`src/hw/rtl/etf_pkg.sv`:
```
// etf_pkg: shared types, constants and saturation helper for the escape-time pixel block
// no dependencies; imported by every etf module and by the top level
`default_nettype none

package etf_pkg;

  // fixed point format and field widths
  localparam int FRAC_BITS  = 28;
  localparam int COORD_BITS = 12;
  localparam int ITER_BITS  = 10;
  localparam int Q_BITS     = 32;
  localparam int STEP_BITS  = 31;
  localparam int PROD_BITS  = COORD_BITS + STEP_BITS;

  // |z|^2 escape bound, 4.0 in the fixed point format
  localparam logic [Q_BITS:0] ESC_LIMIT = (Q_BITS + 1)'(4) << FRAC_BITS;

  localparam logic signed [63:0] Q_MAX = 64'sd2147483647;
  localparam logic signed [63:0] Q_MIN = -64'sd2147483648;

  // depth of the job queue between front and back, a power of two
  localparam int JOBQ_DEPTH = 2;
  localparam int JOBQ_AW    = $clog2(JOBQ_DEPTH);

  typedef enum logic [2:0] {
    REG_MIN_RE   = 3'd0,
    REG_MAX_IM   = 3'd1,
    REG_STEP_RE  = 3'd2,
    REG_STEP_IM  = 3'd3,
    REG_JULIA_RE = 3'd4,
    REG_JULIA_IM = 3'd5,
    REG_MAX_ITER = 3'd6,
    REG_MODE     = 3'd7
  } etf_reg_t;

  typedef enum logic {
    MODE_MANDEL = 1'b0,
    MODE_JULIA  = 1'b1
  } etf_mode_t;

  typedef enum logic [1:0] {
    ST_IDLE,
    ST_MUL,
    ST_UPD
  } etf_state_t;

  typedef struct packed {
    logic signed [Q_BITS-1:0] min_re;
    logic signed [Q_BITS-1:0] max_im;
    logic [STEP_BITS-1:0]     step_re;
    logic [STEP_BITS-1:0]     step_im;
    logic signed [Q_BITS-1:0] julia_re;
    logic signed [Q_BITS-1:0] julia_im;
    logic [ITER_BITS-1:0]     max_iter;
    etf_mode_t                mode;
  } etf_cfg_t;

  typedef struct packed {
    logic [COORD_BITS-1:0] col;
    logic [COORD_BITS-1:0] row;
  } etf_pixel_t;

  typedef struct packed {
    logic [ITER_BITS-1:0]  iteration_count;
    logic                  escaped;
    logic [COORD_BITS-1:0] col_out;
    logic [COORD_BITS-1:0] row_out;
  } etf_result_t;

  // one classified pixel, ready for the iteration engine
  typedef struct packed {
    logic signed [Q_BITS-1:0] zr;
    logic signed [Q_BITS-1:0] zi;
    logic signed [Q_BITS-1:0] cr;
    logic signed [Q_BITS-1:0] ci;
    logic [ITER_BITS-1:0]     n0;
    logic [COORD_BITS-1:0]    col;
    logic [COORD_BITS-1:0]    row;
  } etf_job_t;

  // clamp a wide signed value to the 32-bit fixed point range
  function automatic logic signed [Q_BITS-1:0] sat_q(input logic signed [63:0] x);
    logic signed [Q_BITS-1:0] r;
    if (x > Q_MAX) begin
      r = Q_MAX[Q_BITS-1:0];
    end else if (x < Q_MIN) begin
      r = Q_MIN[Q_BITS-1:0];
    end else begin
      r = x[Q_BITS-1:0];
    end
    return r;
  endfunction

endpackage

`default_nettype wire

```
`src/hw/rtl/etf_queue.sv`:
```
// etf_queue: short first-in first-out job queue between front and back
// depends on etf_pkg
`default_nettype none

module etf_queue (
  input  wire logic          clk,
  input  wire logic          rst,
  input  wire logic          push,
  output logic               full,
  input  wire etf_pkg::etf_job_t wr_data,
  input  wire logic          pop,
  output logic               empty,
  output etf_pkg::etf_job_t  rd_data
);
  import etf_pkg::*;

  etf_job_t             entry [JOBQ_DEPTH];
  logic [JOBQ_AW-1:0]   wr_ptr;
  logic [JOBQ_AW-1:0]   rd_ptr;
  logic [JOBQ_AW:0]     count;
  logic                 do_push;
  logic                 do_pop;

  assign full    = (count == (JOBQ_AW + 1)'(JOBQ_DEPTH));
  assign empty   = (count == '0);
  assign do_push = push & ~full;
  assign do_pop  = pop & ~empty;
  assign rd_data = entry[rd_ptr];

  always_ff @(posedge clk) begin
    if (rst) begin
      wr_ptr <= '0;
      rd_ptr <= '0;
      count  <= '0;
    end else begin
      if (do_push) wr_ptr <= wr_ptr + JOBQ_AW'(1);
      if (do_pop)  rd_ptr <= rd_ptr + JOBQ_AW'(1);
      if (do_push & ~do_pop) begin
        count <= count + (JOBQ_AW + 1)'(1);
      end else if (do_pop & ~do_push) begin
        count <= count - (JOBQ_AW + 1)'(1);
      end
    end
  end

  always_ff @(posedge clk) begin
    if (do_push) entry[wr_ptr] <= wr_data;
  end

endmodule

`default_nettype wire

```
`config.mk`:
```
export PLATFORM = sky130hd
export DESIGN_NAME = etf_queue
export DESIGN_NICKNAME = d
export VERILOG_FILES = /design/src/hw/rtl/etf_pkg.sv /design/src/hw/rtl/etf_queue.sv
export SDC_FILE = /design/constraint.sdc
export NUM_CORES = 1
export LEC_CHECK = 0
export BUFFER_PORTS_ARGS = -buffer_cell sky130_fd_sc_hd__buf_2
export CORE_ASPECT_RATIO = 1.25
export CORE_MARGIN = 3
export CORE_UTILIZATION = 37
export DETAILED_ROUTE_END_ITERATION = 10
export PLACE_DENSITY = 0.62
export SYNTH_ARGS = -nofsm -noshare
export SYNTH_HDL_FRONTEND = slang
export SYNTH_SLANG_ARGS = --single-unit
```
`constraint.sdc`:
```
create_clock -name clk -period 12.4 [get_ports clk]
set_input_delay 0 -clock clk [delete_from_list [all_inputs] [get_ports clk]]
set_output_delay 0 -clock clk [all_outputs]
set_load 0.005 [all_outputs]
```
==> run metrics <==
status complete, no violations; PwrDens roughly 190 mW/mm²; r2r startpoint count[1]; Port Buffers between 300 and 400; CTS tree built; CP startpoint kind flip-flop; Vias 6716; total power roughly 3.2 mW; leakage around 6.5 nW; Worst-Margin Slew ~1000 ps; WHS Path Cells 2; Setup crit end kind primary output; Num Clock Sinks roughly 330; Worst Path Max Fanout 63; initial antenna violation count 1; DP HPWL around 16000 µm; Fin Clk Skew between 15 and 20 ps; Hold WC Path Type in -> reg; core area roughly 0.032 mm²; Avg Cell Area, Syn about 23 µm²; R2R setup slack between 9000 and 10000 ps; final-report max-slew violation count 0; WP data arrival 2970 ps; share of cells above drive strength 1 between 50% and 60%; setup TNS 0 ps; cts bufs inserted 34; final worst slack approximately 9400 ps; Root Buffer clkbuf_16; H-tree levels 2; GRT Overall Usage between 10% and 20%; cells on worst reg2reg path 4; vias in the first global route approximately 7000; final-layout fill cell count about 2600; CTS clk-pin slew, worst paths about 60 ps; Die Span Y roughly 210 µm; DRC viols 0; Cells after Synth 529; Starting Density about two fifths; Die X 168.6 µm; Antenna Nets Post-Route 0; post-synthesis cell area roughly 0.012 mm²; unrepaired setup endpoints after global routing no; Mapped Nets slightly below 700; CP max-delay cell dfxtp_4; largest net degree at the start of global routing about 110; pre-CTS WS roughly 9500 ps; Die Footprint around 0.035 mm²; Placer Congestion between 0.7 and 0.8; leading cell types in the layout, fill and taps excluded 329 x buf_2, 324 x edfxtp_1, 166 x dlygate4sd3_1; most common library cell in the layout ignoring fill and taps buf_2; Setup CP Type reg -> out; Worst Min Path Start wr_data[19]; Hold Path Sink entry[1][19]; final worst path period need between 2000 and 3000 ps; Clock Tree Buf Depth 3; yosys warns 0; worst skew pair latency 500 ps; max_cap viols 0; Highest Clock Rate ~340 MHz; Pre-antenna DRT Iters 6; critical path, cell by cell buf_4, mux2_2, buf_2; wire length per cell ~17 µm; CP Data Required Time approximately 12000 ps; Yosys reg bits around 330; FP Rows 73; Iter 0 DRT Violations 401; P&R area growth vs syn 39.25%; first-pass GRT wire length slightly below 40000 µm; number of distinct library cells after synthesis 15; Peak supply drop around 0.17 mV; vias per cell 4.535; r2r endpoint entry[0][112]; final hold violations 0; Layout Nets 1214; ANT cells 0; grt total ovfl 0; Final Cycle Share a little under a quarter; Final setup violation count 0; I/O pin total 330; relative slew slack between 30% and 40%; Seq/Total Area, Yosys between 80% and 90%; Largest stage delay, worst path around 950 ps; Post-Route WL about 25000 µm
## critical path: cells and delay by family (launching register included)
kind	cells	cell delay (ps)
flops	1	950
buf+inv	2	940
mux	1	430
## layer usage
layer  track usage (%)  vias to the layer above  wire length, µm
met2             24.36                      260            13060
met5                 0                        -               13
met4             4.544                        2              694
met1             16.74                     3259             9733
li1                  -                     3147                -
met3             4.163                       48             1892
## timing repair
item | CTS | global route
hold buffers | 166 | 0
buffers inserted | 0 | 0
resized for setup | 0 | 0
endpoints found under the hold margin | 329 | 0
setup endpoints to repair | 0 | 0
## flip-flops by register name, indices dropped and copies added (netlist names), named ones only
name    flops
wr_ptr      1
entry     324
rd_ptr      1
count       2
## power breakdown
group          switching [mW]  internal, mW  total [mW]  leakage, nW
sequential             0.0640          1.40        1.46         3.07
clock                   0.388         0.591       0.978        0.527
combinational           0.333         0.412       0.745         2.95
total                   0.785          2.40        3.19         6.54
## cell type report
type	instances	area, µm²	share of cell area (%)
inverters	2	12.51	0.07350
multi-input cells	180	2237	13.14
well taps	412	515.5	3.028
repair buffers	500	3346	19.65
clock buffers	44	929.6	5.461
clock inverters	14	148.9	0.8747
flip-flops and latches	329	9833	57.77
## metrics by stage
| stage | instances | hold slack (ps) | cell area, µm² | utilization, % |
|---|---|---|---|---|
| 2_1_floorplan | 529 | 69.07 | 12220 | - |
| 3_3_place_gp | 1257 | 187.8 | 14280 | 44.42 |
| 3_5_place_dp | 1257 | 190.7 | 14280 | 44.42 |
| 4_1_cts | 1481 | 188.5 | 17020 | 52.95 |
| 5_1_grt | 1481 | 198.9 | 17020 | 52.95 |
| 6_report | 1481 | 214.9 | 17020 | 52.95 |
## cells in the mapped netlist
master    number  share of area [%]
a21oi_1        2              0.082
and2_1         1              0.051
buf_2          8               0.33
buf_6         10               0.92
dfxtp_1        5               0.82
edfxtp_1     324                 80
ha_1           1               0.10
inv_1          2              0.061
mux2_2        82                7.6
mux2_4        80                9.8
nor2_1         5               0.15
nor2b_2        1              0.072
o21ai_0        3               0.12
or3_1          2               0.10
xor2_1         3               0.21
## worst max path at each step
stage                         start       endpoint  slack (ps)  depth (start not counted)
after floorplan            count[1]    entry[1][0]        7530                          3
after global placement     count[1]  entry[0][157]        9460                          4
after detailed placement   count[1]   entry[0][75]        9460                          4
after CTS                 flip-flop    rd_data[13]        9330                          3
after global routing      flip-flop    rd_data[12]        9220                          3
final                     flip-flop    rd_data[12]        9430                          3
## kinds of logic (layout without fill, tap and decap cells)
group           count (synthesis)  after routing  synth area share [%]
flops                         329            329                 80.41
mux                           162            162                 17.38
buf+inv                        20            560                 1.310
simple gates                    9              9                0.3788
compound gates                  5              5                0.2047
xor+xnor                        3              3                0.2150
fa+ha+maj                       1              1                0.1023
Note: power is estimated with default switching activity, not from simulation.
