==> src/hw/rtl/etf_pkg.sv <==
// etf_pkg: shared types, constants and saturation helper for the escape-time pixel block
// no dependencies; imported by every etf module and by the top level
`default_nettype none

package etf_pkg;

  // fixed point format and field widths
  localparam int FRAC_BITS  = 28;
  localparam int COORD_BITS = 12;
  localparam int ITER_BITS  = 10;
  localparam int Q_BITS     = 32;
  localparam int STEP_BITS  = 31;
  localparam int PROD_BITS  = COORD_BITS + STEP_BITS;

  // |z|^2 escape bound, 4.0 in the fixed point format
  localparam logic [Q_BITS:0] ESC_LIMIT = (Q_BITS + 1)'(4) << FRAC_BITS;

  localparam logic signed [63:0] Q_MAX = 64'sd2147483647;
  localparam logic signed [63:0] Q_MIN = -64'sd2147483648;

  // depth of the job queue between front and back, a power of two
  localparam int JOBQ_DEPTH = 2;
  localparam int JOBQ_AW    = $clog2(JOBQ_DEPTH);

  typedef enum logic [2:0] {
    REG_MIN_RE   = 3'd0,
    REG_MAX_IM   = 3'd1,
    REG_STEP_RE  = 3'd2,
    REG_STEP_IM  = 3'd3,
    REG_JULIA_RE = 3'd4,
    REG_JULIA_IM = 3'd5,
    REG_MAX_ITER = 3'd6,
    REG_MODE     = 3'd7
  } etf_reg_t;

  typedef enum logic {
    MODE_MANDEL = 1'b0,
    MODE_JULIA  = 1'b1
  } etf_mode_t;

  typedef enum logic [1:0] {
    ST_IDLE,
    ST_MUL,
    ST_UPD
  } etf_state_t;

  typedef struct packed {
    logic signed [Q_BITS-1:0] min_re;
    logic signed [Q_BITS-1:0] max_im;
    logic [STEP_BITS-1:0]     step_re;
    logic [STEP_BITS-1:0]     step_im;
    logic signed [Q_BITS-1:0] julia_re;
    logic signed [Q_BITS-1:0] julia_im;
    logic [ITER_BITS-1:0]     max_iter;
    etf_mode_t                mode;
  } etf_cfg_t;

  typedef struct packed {
    logic [COORD_BITS-1:0] col;
    logic [COORD_BITS-1:0] row;
  } etf_pixel_t;

  typedef struct packed {
    logic [ITER_BITS-1:0]  iteration_count;
    logic                  escaped;
    logic [COORD_BITS-1:0] col_out;
    logic [COORD_BITS-1:0] row_out;
  } etf_result_t;

  // one classified pixel, ready for the iteration engine
  typedef struct packed {
    logic signed [Q_BITS-1:0] zr;
    logic signed [Q_BITS-1:0] zi;
    logic signed [Q_BITS-1:0] cr;
    logic signed [Q_BITS-1:0] ci;
    logic [ITER_BITS-1:0]     n0;
    logic [COORD_BITS-1:0]    col;
    logic [COORD_BITS-1:0]    row;
  } etf_job_t;

  // clamp a wide signed value to the 32-bit fixed point range
  function automatic logic signed [Q_BITS-1:0] sat_q(input logic signed [63:0] x);
    logic signed [Q_BITS-1:0] r;
    if (x > Q_MAX) begin
      r = Q_MAX[Q_BITS-1:0];
    end else if (x < Q_MIN) begin
      r = Q_MIN[Q_BITS-1:0];
    end else begin
      r = x[Q_BITS-1:0];
    end
    return r;
  endfunction

endpackage

`default_nettype wire

==> src/hw/rtl/etf_front.sv <==
// etf_front: accepts pixel requests, maps them to the complex plane and classifies by mode
// depends on etf_pkg
`default_nettype none

module etf_front (
  input  wire logic              clk,
  input  wire logic              rst,
  input  wire etf_pkg::etf_cfg_t cfg,
  input  wire logic              push,
  output logic                   full,
  input  wire etf_pkg::etf_pixel_t pixel,
  output logic                   q_push,
  input  wire logic              q_full,
  output etf_pkg::etf_job_t      job
);
  import etf_pkg::*;

  logic                  valid;
  logic [COORD_BITS-1:0] col;
  logic [COORD_BITS-1:0] row;
  logic [PROD_BITS-1:0]  prod_re;
  logic [PROD_BITS-1:0]  prod_im;

  logic load;
  logic signed [Q_BITS-1:0] px_re;
  logic signed [Q_BITS-1:0] px_im;

  assign full   = valid & q_full;
  assign load   = push & ~full;
  assign q_push = valid & ~q_full;

  always_ff @(posedge clk) begin
    if (rst) begin
      valid <= 1'b0;
    end else begin
      valid <= load | (valid & q_full);
    end
  end

  // offsets along each axis, registered before the add
  always_ff @(posedge clk) begin
    if (load) begin
      col     <= pixel.col;
      row     <= pixel.row;
      prod_re <= PROD_BITS'(pixel.col) * PROD_BITS'(cfg.step_re);
      prod_im <= PROD_BITS'(pixel.row) * PROD_BITS'(cfg.step_im);
    end
  end

  always_comb begin
    px_re = sat_q(64'(cfg.min_re) + $signed(64'(prod_re)));
    px_im = sat_q(64'(cfg.max_im) - $signed(64'(prod_im)));
    job.zr  = px_re;
    job.zi  = px_im;
    job.col = col;
    job.row = row;
    if (cfg.mode == MODE_JULIA) begin
      job.cr = cfg.julia_re;
      job.ci = cfg.julia_im;
      job.n0 = '0;
    end else begin
      job.cr = px_re;
      job.ci = px_im;
      job.n0 = ITER_BITS'(1);
    end
  end

endmodule

`default_nettype wire

==> config.mk <==
export PLATFORM = sky130hd
export DESIGN_NAME = etf_front
export DESIGN_NICKNAME = d
export VERILOG_FILES = /design/src/hw/rtl/etf_pkg.sv /design/src/hw/rtl/etf_front.sv
export SDC_FILE = /design/constraint.sdc
export NUM_CORES = 2
export LEC_CHECK = 0
export BUFFER_PORTS_ARGS = -buffer_cell sky130_fd_sc_hd__buf_2
export CORE_MARGIN = 5
export CORE_UTILIZATION = 35
export CTS_CLUSTER_DIAMETER = 60
export CTS_CLUSTER_SIZE = 24
export DETAILED_ROUTE_END_ITERATION = 10
export REMOVE_ABC_BUFFERS = 1
export SETUP_SLACK_MARGIN = 0.3
export SKIP_LAST_GASP = 1
export SLEW_MARGIN = 5
export SYNTH_ARGS = -nofsm -noshare
export SYNTH_HDL_FRONTEND = slang
export SYNTH_SLANG_ARGS = --single-unit
==> constraint.sdc <==
create_clock -name clk -period 8.35 [get_ports clk]
set_input_delay 0.4175 -clock clk [delete_from_list [all_inputs] [get_ports clk]]
set_output_delay 0.4175 -clock clk [all_outputs]
set_load 0.02 [all_outputs]
==> results.tsv <==
stage	metric	value	unit
global_routing	total gr overflow	0	
yosys	Post-synth EDFFs	110	
sta	fmax	139.8	MHz
sta	final setup TNS	0	ns
yosys	average size of a mapped cell	8.529	µm²
floorplan	Die H	317.2	µm
yosys	Post-Syn Area	33020	µm²
detailed_routing	WL/cell	17.40	µm
floorplan	Initial Util	35.33	%
sta	crit path time final	7.152	ns
yosys	largest area contributor in the netlist	fa_1	
detailed_routing	Initial DRC Count	1595	
hold_path	Hold Path Class	in2reg	
global_routing	number of global-route vias before repair	27668	
detailed_routing	DR vias	27002	
critical_path	CP bufs+invs	4	
clocking	CTS root buf	clkbuf_16	
critical_path	Worst Path Max Fanout	32	
clocking	hold_buf cts	0	
clocking	Clock Tree Buf Depth	2	
critical_path	Critical Path Max Stage Delay	0.65	ns
critical_path	Crit path arrival time	7.32	ns
critical_path	Top delay family on crit path	adder cells	
sta	Setup WS post-layout	1.198	ns
floorplan	Die ar.	100600	µm²
yosys	Yosys top cell area share	35.28	%
sta	Clock Skews	0.01906	ns
final_layout	share of post-route cells with drive strength above 1	12.22	%
critical_path	Crit path required time	8.52	ns
pwr	Max IR drop VDD	0.3249	mV
floorplan	CORE AREA	93470	µm²
yosys	Synth Flop Type	edfxtp_1	
global_routing	first-pass GRT wire length	149200	µm
clocking	worst skew pair latency	0.41	ns
pwr	PD cells	416.7	nW/µm²
yosys	Async SR Flop Fraction	0	%
placed_design	hpwl dp	75730	µm
clocking	TritonCTS Sinks	111	
run	Max Cap Viol	0	
critical_path	Setup CP Type	in2reg	
yosys	Post-Syn Instances	3872	
detailed_routing	Routed Antenna Nets	0	
final_layout	final net count	5132	
yosys	Seq cells post-synth	111	
final_layout	Area Growth Syn to Fin	9.218	%
clocking	CTS Buf Count	9	
sta	final hold viol count	0	
sta	Tcrit/Tclk final	85.65	%
critical_path	Critical Path End Type	flip-flop	
placed_design	pre-CTS setup slack	0.8898	ns
global_routing	pin count of the biggest net entering global routing	61	
placed_design	GP Congestion	0.8814	
critical_path	crit path from	pixel[18]	
floorplan	Site Rows	112	
detailed_routing	drt via density	5.061	
global_routing	GRT Total Usage	18.39	%
critical_path	R2R Path Start	valid$_SDFF_PP0_	
critical_path	slowest CP cell	nor4b_1	
sta	RSZ-0062 raised after global routing	no	
yosys	register area share after synthesis	10.06	%
pwr	Total Power	15.03	mW
clocking	H-tree depth	3	
final_layout	final core utilization	38.59	%
floorplan	die boundary width	317.2	µm
global_routing	initial antenna violation count	10	
critical_path	most used cell, CP	fa_1	
critical_path	Critical Path, Cell by Cell	buf_2 > nand2_1 > fa_1 > inv_1 > fa_1 > fa_1 > fa_1 > inv_1 > fa_1 > inv_1 > ha_1 > and4_1 > and3_1 > a221o_1 > a21o_1 > o21ai_0 > o31a_1 > o21ai_0 > nor4b_1 > nor2_1 > a41o_1 > xor2_1	
hold_path	hold_sp	rst	
sta	Least-Margin Pin Slew	1.126	ns
placed_design	port bufs	373	
sta	final slew viol count	0	
sta	Final Setup Violations	0	
detailed_routing	# DRC	0	
critical_path	register-to-register setup slack	5.94	ns
pwr	P_leak	17.97	nW
yosys	Yosys warnings	0	
clocking	Worst-path clk slew	0.09	ns
detailed_routing	drt first pass iters	5	
outcome	status	finished clean	
clocking	post-cts sizing count	0	
detailed_routing	DRT Wirelength	92850	µm
clocking	CTS tree	yes	
yosys	leading cell types by total area after synthesis	fa_1 (35%), edfxtp_1 (10%), ha_1 (9.5%)	
sta	slew margin rel.	24.64	%
floorplan	# IOs	393	
yosys	Netlist cell types	87	
critical_path	Worst Setup Start Kind	input port	
clocking	setup bufs post-CTS	0	
[metal layers]
| layer | vias to the layer above | part of all wire, % | GRT usage (%) |
|---|---|---|---|
| met5 | - | 0.023 | 0 |
| met4 | 4 | 2.3 | 4.709 |
| met3 | 115 | 6.5 | 2.763 |
| met2 | 800 | 46 | 30.16 |
| met1 | 13483 | 45 | 25.67 |
| li1 | 12600 | - | - |
[layout make-up]
class / count / area [µm²]
well taps: 1254 / 1569
fillers: 9653 / 57400
clock inverters: 7 / 81.33
flip-flops and latches: 111 / 3323
multi-input cells: 2840 / 26170
repair buffers: 389 / 1987
diodes: 5 / 12.51
clock buffers: 9 / 225.2
inverters: 720 / 2703
[cells in the final DEF, fill, tap and decap left out, types with 9 or more instances in the layout]
cell type	n
a211oi_1	15
mux2_2	28
o21a_1	30
nand3_1	32
nand2_1	665
xnor2_1	94
nor2b_1	14
xor2_1	53
a21oi_2	15
a21oi_1	169
and3_1	15
nand2b_1	22
o21bai_1	17
and2_1	223
o211ai_1	20
edfxtp_1	110
or3_1	9
fa_1	582
buf_4	16
clkbuf_16	9
a21o_1	86
ha_1	250
nor3_1	21
a31oi_1	23
buf_2	373
conb_1	9
nor2_1	130
o311ai_1	19
or2_2	10
inv_1	719
o21ai_0	107
nand4_1	32
[logic make-up (layout without fill, tap and decap cells)]
group	count (synthesis)	in the layout	share of synthesized area, %
DFF	111	111	10.06
muxes	33	33	1.106
buffers and inverters	929	1125	10.82
other	1	14	0.01136
adders and majority gates	832	832	44.75
xor gates and xnor gates	148	148	3.948
and+or+nand+nor	1205	1205	16.82
AOI/OAI and AO/OA	613	613	12.48
[where the power goes]
part           switching [mW]  internal, mW
sequential             0.0675          1.38
clock                   0.267         0.217
combinational            7.67          5.43
[state kept, by name (all words and copies together) (netlist names)]
register and flops:
col 12, prod_im 43, prod_re 43, row 12, valid 1
[cells in the mapped netlist, types with 6 or more instances]
master and number:
o21ai_1 7, fa_1 582, nand2_1 665, nor3_1 21, or2_2 10, and3_1 15
o21ai_0 107, o31ai_1 8, edfxtp_1 110, a21oi_1 169, xnor2_1 94, and2_1 223
mux2_2 28, o21a_1 30, o21ai_2 8, clkbuf_1 172, nand4_1 32, nor2b_1 15
buf_4 9, ha_1 250, inv_1 719, or3_1 9, nand3_1 32, o21bai_1 17
o22ai_1 6, a21oi_2 15, o211ai_1 20, buf_2 23, a31oi_1 23, a21boi_0 7
nand2b_1 22, a21o_1 86, a211oi_1 15, xor2_1 53, nor2_1 131, o311ai_1 19
o31a_1 7
[path summary, 6_finish.rpt]
path | end | cells after the start
max | prod_re[40]$_DFFE_PP_ | 22
min | valid$_SDFF_PP0_ | 2
max reg2reg | prod_im[34]$_DFFE_PP_ | 4
min reg2reg | valid$_SDFF_PP0_ | 3
[stage by stage]
step | hold WS, ns | instances | area (µm²)
after floorplan | 0.4899 | 3671 | 32180
after global placement | 0.5804 | 5314 | 35750
after detailed placement | 0.5834 | 5314 | 35750
after CTS | 0.1231 | 5330 | 36060
after global routing | 0.1305 | 5334 | 36070
final | 0.1527 | 5335 | 36070
(Power assumes the default switching activity.)
